File: src/rtl/core/ccrj_sqrt.sv
// Pipelined floor square root of arg << FRAC_BITS, one result bit per stage.
module ccrj_sqrt #(
    parameter int FRAC_BITS = 16,
    parameter int TAG_W     = 1
) (
    input  logic               clk,
    input  logic               rst_n,
    input  logic               en,
    input  logic               in_valid,
    input  logic signed [31:0] arg,
    input  logic [TAG_W-1:0]   tag,
    output logic               out_valid,
    output logic signed [31:0] root,
    output logic               neg,
    output logic [TAG_W-1:0]   tag_out
);

    localparam int SW = 2 * ((33 + FRAC_BITS) / 2);
    localparam int IT = SW / 2;

    logic [SW-1:0]    op_reg  [0:IT];
    logic [SW-1:0]    res_reg [0:IT];
    logic             neg_reg [0:IT];
    logic [TAG_W-1:0] tag_reg [0:IT];
    logic             vld_reg [0:IT];

    always_ff @(posedge clk or negedge rst_n)
    begin
        if (!rst_n)
            vld_reg[0] <= 1'b0;
        else if (en)
            vld_reg[0] <= in_valid;
    end

    always_ff @(posedge clk)
    begin
        if (en)
        begin
            op_reg[0]  <= arg[31] ? '0 : (SW'(unsigned'(arg)) << FRAC_BITS);
            res_reg[0] <= '0;
            neg_reg[0] <= arg[31];
            tag_reg[0] <= tag;
        end
    end

    for (genvar k = 1; k <= IT; k++)
    begin : g_iter
        localparam int BP = SW - 2 * k;
        logic [SW:0]   trial;
        logic [SW-1:0] op_next;
        logic [SW-1:0] res_next;

        assign trial = (SW + 1)'(res_reg[k-1]) + ((SW + 1)'(1) << BP);

        always_comb
        begin
            if ((SW + 1)'(op_reg[k-1]) >= trial)
            begin
                op_next  = SW'((SW + 1)'(op_reg[k-1]) - trial);
                res_next = (res_reg[k-1] >> 1) + (SW'(1) << BP);
            end
            else
            begin
                op_next  = op_reg[k-1];
                res_next = res_reg[k-1] >> 1;
            end
        end

        always_ff @(posedge clk or negedge rst_n)
        begin
            if (!rst_n)
                vld_reg[k] <= 1'b0;
            else if (en)
                vld_reg[k] <= vld_reg[k-1];
        end

        always_ff @(posedge clk)
        begin
            if (en)
            begin
                op_reg[k]  <= op_next;
                res_reg[k] <= res_next;
                neg_reg[k] <= neg_reg[k-1];
                tag_reg[k] <= tag_reg[k-1];
            end
        end
    end

    assign out_valid = vld_reg[IT];
    assign root      = res_reg[IT][31:0];
    assign neg       = neg_reg[IT];
    assign tag_out   = tag_reg[IT];

endmodule

File: config.mk
export PLATFORM = sky130hd
export DESIGN_NAME = ccrj_sqrt
export DESIGN_NICKNAME = d
export VERILOG_FILES = /design/src/rtl/core/ccrj_sqrt.sv
export SDC_FILE = /design/constraint.sdc
export NUM_CORES = 2
export LEC_CHECK = 0
export ABC_AREA = 1
export BUFFER_PORTS_ARGS = -buffer_cell sky130_fd_sc_hd__buf_2
export CORE_ASPECT_RATIO = 1.5
export CORE_MARGIN = 5
export CORE_UTILIZATION = 40
export DETAILED_ROUTE_END_ITERATION = 10
export GPL_ROUTABILITY_DRIVEN = 0
export PLACE_DENSITY = 0.55
export RECOVER_POWER = 25
export SYNTH_ARGS = -nofsm -noshare
export SYNTH_HDL_FRONTEND = slang
export SYNTH_SLANG_ARGS = --single-unit
File: constraint.sdc
create_clock -name clk -period 6.7 [get_ports clk]
set_input_delay 1.34 -clock clk [delete_from_list [all_inputs] [get_ports clk]]
set_output_delay 1.34 -clock clk [all_outputs]
set_load 0.01 [all_outputs]
---- After elaboration in Yosys (flattened, before gate mapping) ----
Memory sizes are Yosys's and may differ from the RTL's.
Cells that the tools add are included.
cells by class
  add/subtract/negate cells ............... 72
  order comparisons ....................... 24
  multiplexer cells ....................... 51
operator list
  kind                                            number
  two-way mux 48 bit                              48
  >= comparator 48 x 49 -> 1 bit                  24
  subtractor 48 bit                               24
  adder 48 x 1 -> 49 bit, second input constant   1
  adder 48 x 11 -> 49 bit, second input constant  1
  adder 48 x 13 -> 49 bit, second input constant  1
  adder 48 x 15 -> 49 bit, second input constant  1
  adder 48 x 17 -> 49 bit, second input constant  1
  adder 48 x 19 -> 49 bit, second input constant  1
  adder 48 x 21 -> 49 bit, second input constant  1
  adder 48 x 23 -> 49 bit, second input constant  1
  adder 48 x 25 -> 49 bit, second input constant  1
  adder 48 x 27 -> 49 bit, second input constant  1
  adder 48 x 29 -> 49 bit, second input constant  1
  adder 48 x 3 -> 49 bit, second input constant   1
  adder 48 x 31 -> 49 bit, second input constant  1
  adder 48 x 33 -> 49 bit, second input constant  1
  adder 48 x 35 -> 49 bit, second input constant  1
  adder 48 x 37 -> 49 bit, second input constant  1
  adder 48 x 39 -> 49 bit, second input constant  1
  adder 48 x 41 -> 49 bit, second input constant  1
  adder 48 x 43 -> 49 bit, second input constant  1
  adder 48 x 45 -> 49 bit, second input constant  1
  adder 48 x 47 -> 49 bit, second input constant  1
  other kinds (29)                                30
word-level totals
  bits in registers ....................... 25
  memory bits (writable) .................. 2450
  output and inout bits ................... 35
  word-level logic and storage cells ...... 176
  memories kept ........................... 4
memory list
  memory   depth  bits a word  rd ports  clocked after memory_dff  wr ports  RTL line  text
  op_reg   25     48           24        0                         25        21        logic [SW-1:0] op_reg [0:IT];
  res_reg  25     48           25        0                         25        22        logic [SW-1:0] res_reg [0:IT];
  neg_reg  25     1            25        0                         25        23        logic neg_reg [0:IT];
  tag_reg  25     1            25        0                         25        24        logic [TAG_W-1:0] tag_reg [0:IT];

---- Longest topological paths before layout ----
  depth after elaboration ................. 3
  gate-level depth with buffers ........... 16

---- Least setup slack after synthesis ----
Ideal clock, no wire load.
  path kind ............................... register to register
  start ................................... mem op_reg[2][154] (netlist name)
  end ..................................... mem op_reg[2][218] (netlist name), data pin
  setup time .............................. 0.253 ns
  arrival ................................. 2.000 ns
  data required time ...................... 6.447 ns
  setup slack ............................. 4.447 ns
  cell stages (with the launch flop) ...... 12
  period minus slack after synthesis ...... 2.253 ns
  cells stage by stage .................... edfxtp_1 > ha_1 > fa_1 > nand3_1 > nand3_1 > nand2_1 > nand3_1 > nand2_1 > nand2_1 > or2_2 > nand3_1 > nand2_1
RTL lines
  what         RTL line
  from (decl)  21

==> flow_results.org <==
** Synth
- Simple logic cell fraction of the synthesized area :: 23.90%
- Post-synthesis compound-gate area fraction :: under 10%
- Largest cells by area after synthesis :: sky130_fd_sc_hd__edfxtp_1 (51%), sky130_fd_sc_hd__nand2_1 (12%), sky130_fd_sc_hd__inv_1 (6.5%)
- Count of flip-flops with a built-in enable after synthesis :: approximately 1200
- Synthesis warning total :: 0
- By instance count, the leading cell after synthesis is sky130_fd_sc_hd__nand2_1.
- After Yosys synthesis, full adders, half adders and majority gates account for 5.814% of the synthesized area.
- The largest total area in the synthesized netlist belongs to sky130_fd_sc_hd__edfxtp_1.
- After synthesis, the largest area contributor takes up between 50% and 60% of total cell area.
- Distinct cells, synth :: 62
- The cell area that synthesis handed to floorplanning was 68050 um2.
- In the synthesized netlist the dominant register cell turns out to be sky130_fd_sc_hd__edfxtp_1.
- Share of flip-flops with an asynchronous set or reset after synthesis :: around 2.1%
- Synthesized area per cell :: approximately 8.7 um2
- Leading cell types by count after synthesis :: sky130_fd_sc_hd__nand2_1 (2130), sky130_fd_sc_hd__inv_1 (1178), sky130_fd_sc_hd__edfxtp_1 (1166), sky130_fd_sc_hd__nor2_1 (806), sky130_fd_sc_hd__a21oi_1 (417)
- Seq cells post-synth :: about 1200
- Main combinational cell family by area after synthesis :: simple AND/OR/NAND/NOR gates
- Number of instances in the synthesized netlist :: slightly below 8000
- The synthesized netlist devotes 3.475% of its cell area to XOR and XNOR gates.
- Fraction of synthesized area in multiplexers :: 0.01655%
- Of the synthesized area, sequential elements account for between 50 and 60%.

** Critical path
- CP Class :: flop to flop
- The critical path crosses 10 cells after its start point.
- Data arrives at the worst endpoint at between 4 and 5 ns.
- In this run the worst path has a maximum fanout of 37.
- By instance count, the cell type seen most on the critical path is sky130_fd_sc_hd__nand2_1.
- End of the worst register-to-register path :: op_reg[2][208]
- STA classifies the critical path startpoint as a flop.
- Start of the worst register-to-register path :: res_reg[2][156]
- Number of cells traversed by the worst register-to-register path :: 10
- STA puts the critical path data required time at ~7.2 ns.
- Slowest stage cell, crit path :: sky130_fd_sc_hd__inv_2
- In this run the register-to-register setup slack is around 3.1 ns.
- Counting both buffers and inverters, the worst setup path holds a total of 2.
- Worst path top cell family by delay :: simple AND/OR/NAND/NOR gates
- The signal on the critical path passes through inv_1, ha_1, nand2_1, nand3_1, nand2_1, nand2_1, nand2_1, nand4_2, inv_2, o21ai_0.
- Capturing element type of the critical path :: flop
- The critical path starts at res_reg[2][156].
- CP max stage delay :: ~0.83 ns

** Layout
- NumNets Final :: slightly above 8000
- The register with the most flip-flops in the layout has 816 of them.
- Of the cells placed in the final design, the portion with a size suffix greater than 1 is approximately 4.7%.
- After routing the design area is between 70000 and 80000 um2.
- Measured on the finished design, the core utilization comes to between 40% and 50%.
- Area added between synthesis and finish :: 10.14%

** Global routing
- The number of global-route vias before repair is ~53000.
- For this run the aggregate overflow at the end of global routing stands at 0.
- Wire length of the first global-routing pass :: 308700 um
- Number of antenna violations at the first check in global routing :: 1
- Entering global routing, the biggest net connects a little under 200 pins.
- Global routing consumed, over all layers together, 22.70% of the routing resources.

** Timing
- The number of pins exceeding their max-slew limit in the final report was 0.
- Once routing completed, OpenROAD measured the worst setup slack at roughly 3.1 ns.
- In the final timing run, aggregate negative setup slack is 0 ns.
- Setup violators final :: 0
- Tmin final :: approximately 3.6 ns
- Setup repair after global routing left no endpoint under its margin.
- Number of failing hold endpoints at the final stage :: 0
- Max Clock Freq :: about 280 MHz
- The worst pin sits at a relative slew slack of 11.49%.
- Dividing the final minimum period by the clock period gives 53.18%.
- Final clock skew :: between 0.04 and 0.05 ns
- Slew @ Worst Pin :: between 1 and 1.5 ns

** Drt
- Average wire per cell in the routed design :: 20.23 um
- The final layout contains routed wiring with a total length of 207600 um.
- Total number of vias :: between 50000 and 60000
- 1st-iter DRT viols :: 3592
- In this run the remaining antenna-violating nets after routing total 0.
- Detail-routed via count per cell :: approximately 5.2
- After detailed routing, the number of remaining DRC violations is 0.
- For this run, the detailed router's first-pass iteration total came to 8.

** Clock tree
- After clock tree synthesis, the setup repair step added 0 buffers.
- Clock transition at the registers of the reported paths :: about 0.07 ns
- Clock Tree Buf Depth :: 3
- At the later pin of the worst-skew pair, clock insertion delay measures 0.77 ns.
- TritonCTS built the clock tree.
- Buffer type at the clock tree root :: sky130_fd_sc_hd__clkbuf_16
- Counting the buffers created by CTS gives approximately 120.
- Total of cells resized after clock tree synthesis :: 0
- Hold repair after CTS inserted 0 buffers.
- Clock sink count :: about 1200
- CTS H-tree depth :: 3

** Floorplan
- Die Span X :: approximately 350 um
- Area enclosed by the die boundary :: 178600 um2
- Effective utilization at floorplan :: 40.21%
- Die outline height :: 515.1 um
- Number of cell rows :: ~190
- Count of pins on the block boundary :: between 70 and 80
- The total area inside the core boundary comes to ~170000 um2.

** Hold path
- Hold Path Class :: flop to flop
- The path with the worst hold slack has its endpoint at op_reg[0][80].
- The worst hold path begins at op_reg[0][32].
- Hold path cells :: 0

** Power and ir drop
- Worst ir drop on vdd :: between 200 and 250 uV
- In this run the power density over the cells is ~300 nW/um2.
- Standby leakage power :: 31.53 nW

** Outcome
- The run finished with clean final reports.

** Placement
- In this run the cell area measured after placement is approximately 71000 um2.
- Timing analysis after detailed placement gives a worst setup slack of 3.214 ns.
- Number of buffer cells added on primary ports :: 63
- After legalization and detailed placement, the total HPWL measured roughly 170000 um.

** Run
- The tool flagged a number of max-cap violations equal to 0.
[worst max-delay path by stage]
stage / slack [ns] / endpoint
floorplan: 4.45 / op_reg[2][218]
global placement: 3.19 / op_reg[2][208]
detailed placement: 3.21 / op_reg[2][208]
CTS: 3.21 / op_reg[2][208]
global route: 3.02 / op_reg[2][208]
finish: 3.14 / op_reg[2][208]
[cell type report]
class                      count  area, um2
tap                         2244       2808
fill                       16570      94260
timing repair buffer          82      539.3
inverter                    1192       4477
clock inverter                86       1030
multi-input combinational   5334      27410
sequential                  1191      35640
antenna                        1      2.502
clock buffer                 132       3035
[kinds of logic after synthesis]
family | count (synthesis)
buffers and inverters | 1273
adder cells (fa/ha/maj) | 312
other | 1
AND/OR/NAND/NOR | 3845
XOR/XNOR | 270
multiplexers | 1
AO/OA/AOI/OAI | 896
flip-flops | 1191
[placed cells by master, fill, tap and decap left out, types with 14 or more instances in the layout]
master and instances:
sky130_fd_sc_hd__buf_2 59, sky130_fd_sc_hd__nand3_1 406, sky130_fd_sc_hd__clkinvlp_4 16, sky130_fd_sc_hd__nand2_1 2130
sky130_fd_sc_hd__xor2_1 92, sky130_fd_sc_hd__a21oi_1 417, sky130_fd_sc_hd__inv_1 1178, sky130_fd_sc_hd__edfxtp_1 1166
sky130_fd_sc_hd__clkinv_2 16, sky130_fd_sc_hd__or2_2 24, sky130_fd_sc_hd__nor2_2 15, sky130_fd_sc_hd__nand3b_1 60
sky130_fd_sc_hd__nand4_1 153, sky130_fd_sc_hd__nor4_1 47, sky130_fd_sc_hd__dfrtp_1 25, sky130_fd_sc_hd__bufinv_16 17
sky130_fd_sc_hd__o21ai_0 313, sky130_fd_sc_hd__a21o_1 19, sky130_fd_sc_hd__o21ai_1 62, sky130_fd_sc_hd__nor2_1 806
sky130_fd_sc_hd__ha_1 305, sky130_fd_sc_hd__clkinv_1 20, sky130_fd_sc_hd__xnor2_1 178, sky130_fd_sc_hd__nor3_1 131
sky130_fd_sc_hd__clkbuf_16 118, sky130_fd_sc_hd__and2_1 14, sky130_fd_sc_hd__clkbuf_1 14
[report_power, final]
group | total [W] | switching [W] | internal (W)
Sequential | 0.0104 | 0.000946 | 0.00944
Combinational | 0.00582 | 0.00393 | 0.00189
Clock | 0.00696 | 0.00302 | 0.00394
Total | 0.0232 | 0.00789 | 0.0153
[worst reg2reg max path, cell delays in order (launching register included)]
cell                       delay (ns)
sky130_fd_sc_hd__edfxtp_1        0.35
sky130_fd_sc_hd__inv_1           0.05
sky130_fd_sc_hd__ha_1            0.37
sky130_fd_sc_hd__nand2_1         0.12
sky130_fd_sc_hd__nand3_1         0.17
sky130_fd_sc_hd__nand2_1         0.11
sky130_fd_sc_hd__nand2_1         0.15
sky130_fd_sc_hd__nand2_1         0.15
sky130_fd_sc_hd__nand4_2         0.69
sky130_fd_sc_hd__inv_2           0.84
sky130_fd_sc_hd__o21ai_0         0.27
[per-stage QoR]
stage	hold WS (ns)	total power, W	std cells
2_1_floorplan	0.4003	0.01403	7798
6_report	0.4143	0.02316	10260
3_5_place_dp	0.4045	0.01630	10040
5_1_grt	0.4231	0.02439	10260
3_3_place_gp	0.4016	0.01625	10040
4_1_cts	0.4141	0.02332	10260
[routing by layer]
layer | vias up | wire length, um | part of all wire, % | global-route usage, %
met5 | - | 0 | 0 | 0
met4 | 0 | 22010 | 11 | 20.07
met3 | 740 | 6769 | 3.3 | 2.124
met2 | 1540 | 112700 | 54 | 44.41
met1 | 24610 | 66110 | 32 | 20.38
li1 | 26090 | - | - | -
No activity file was read; power rests on OpenSTA's default activity.
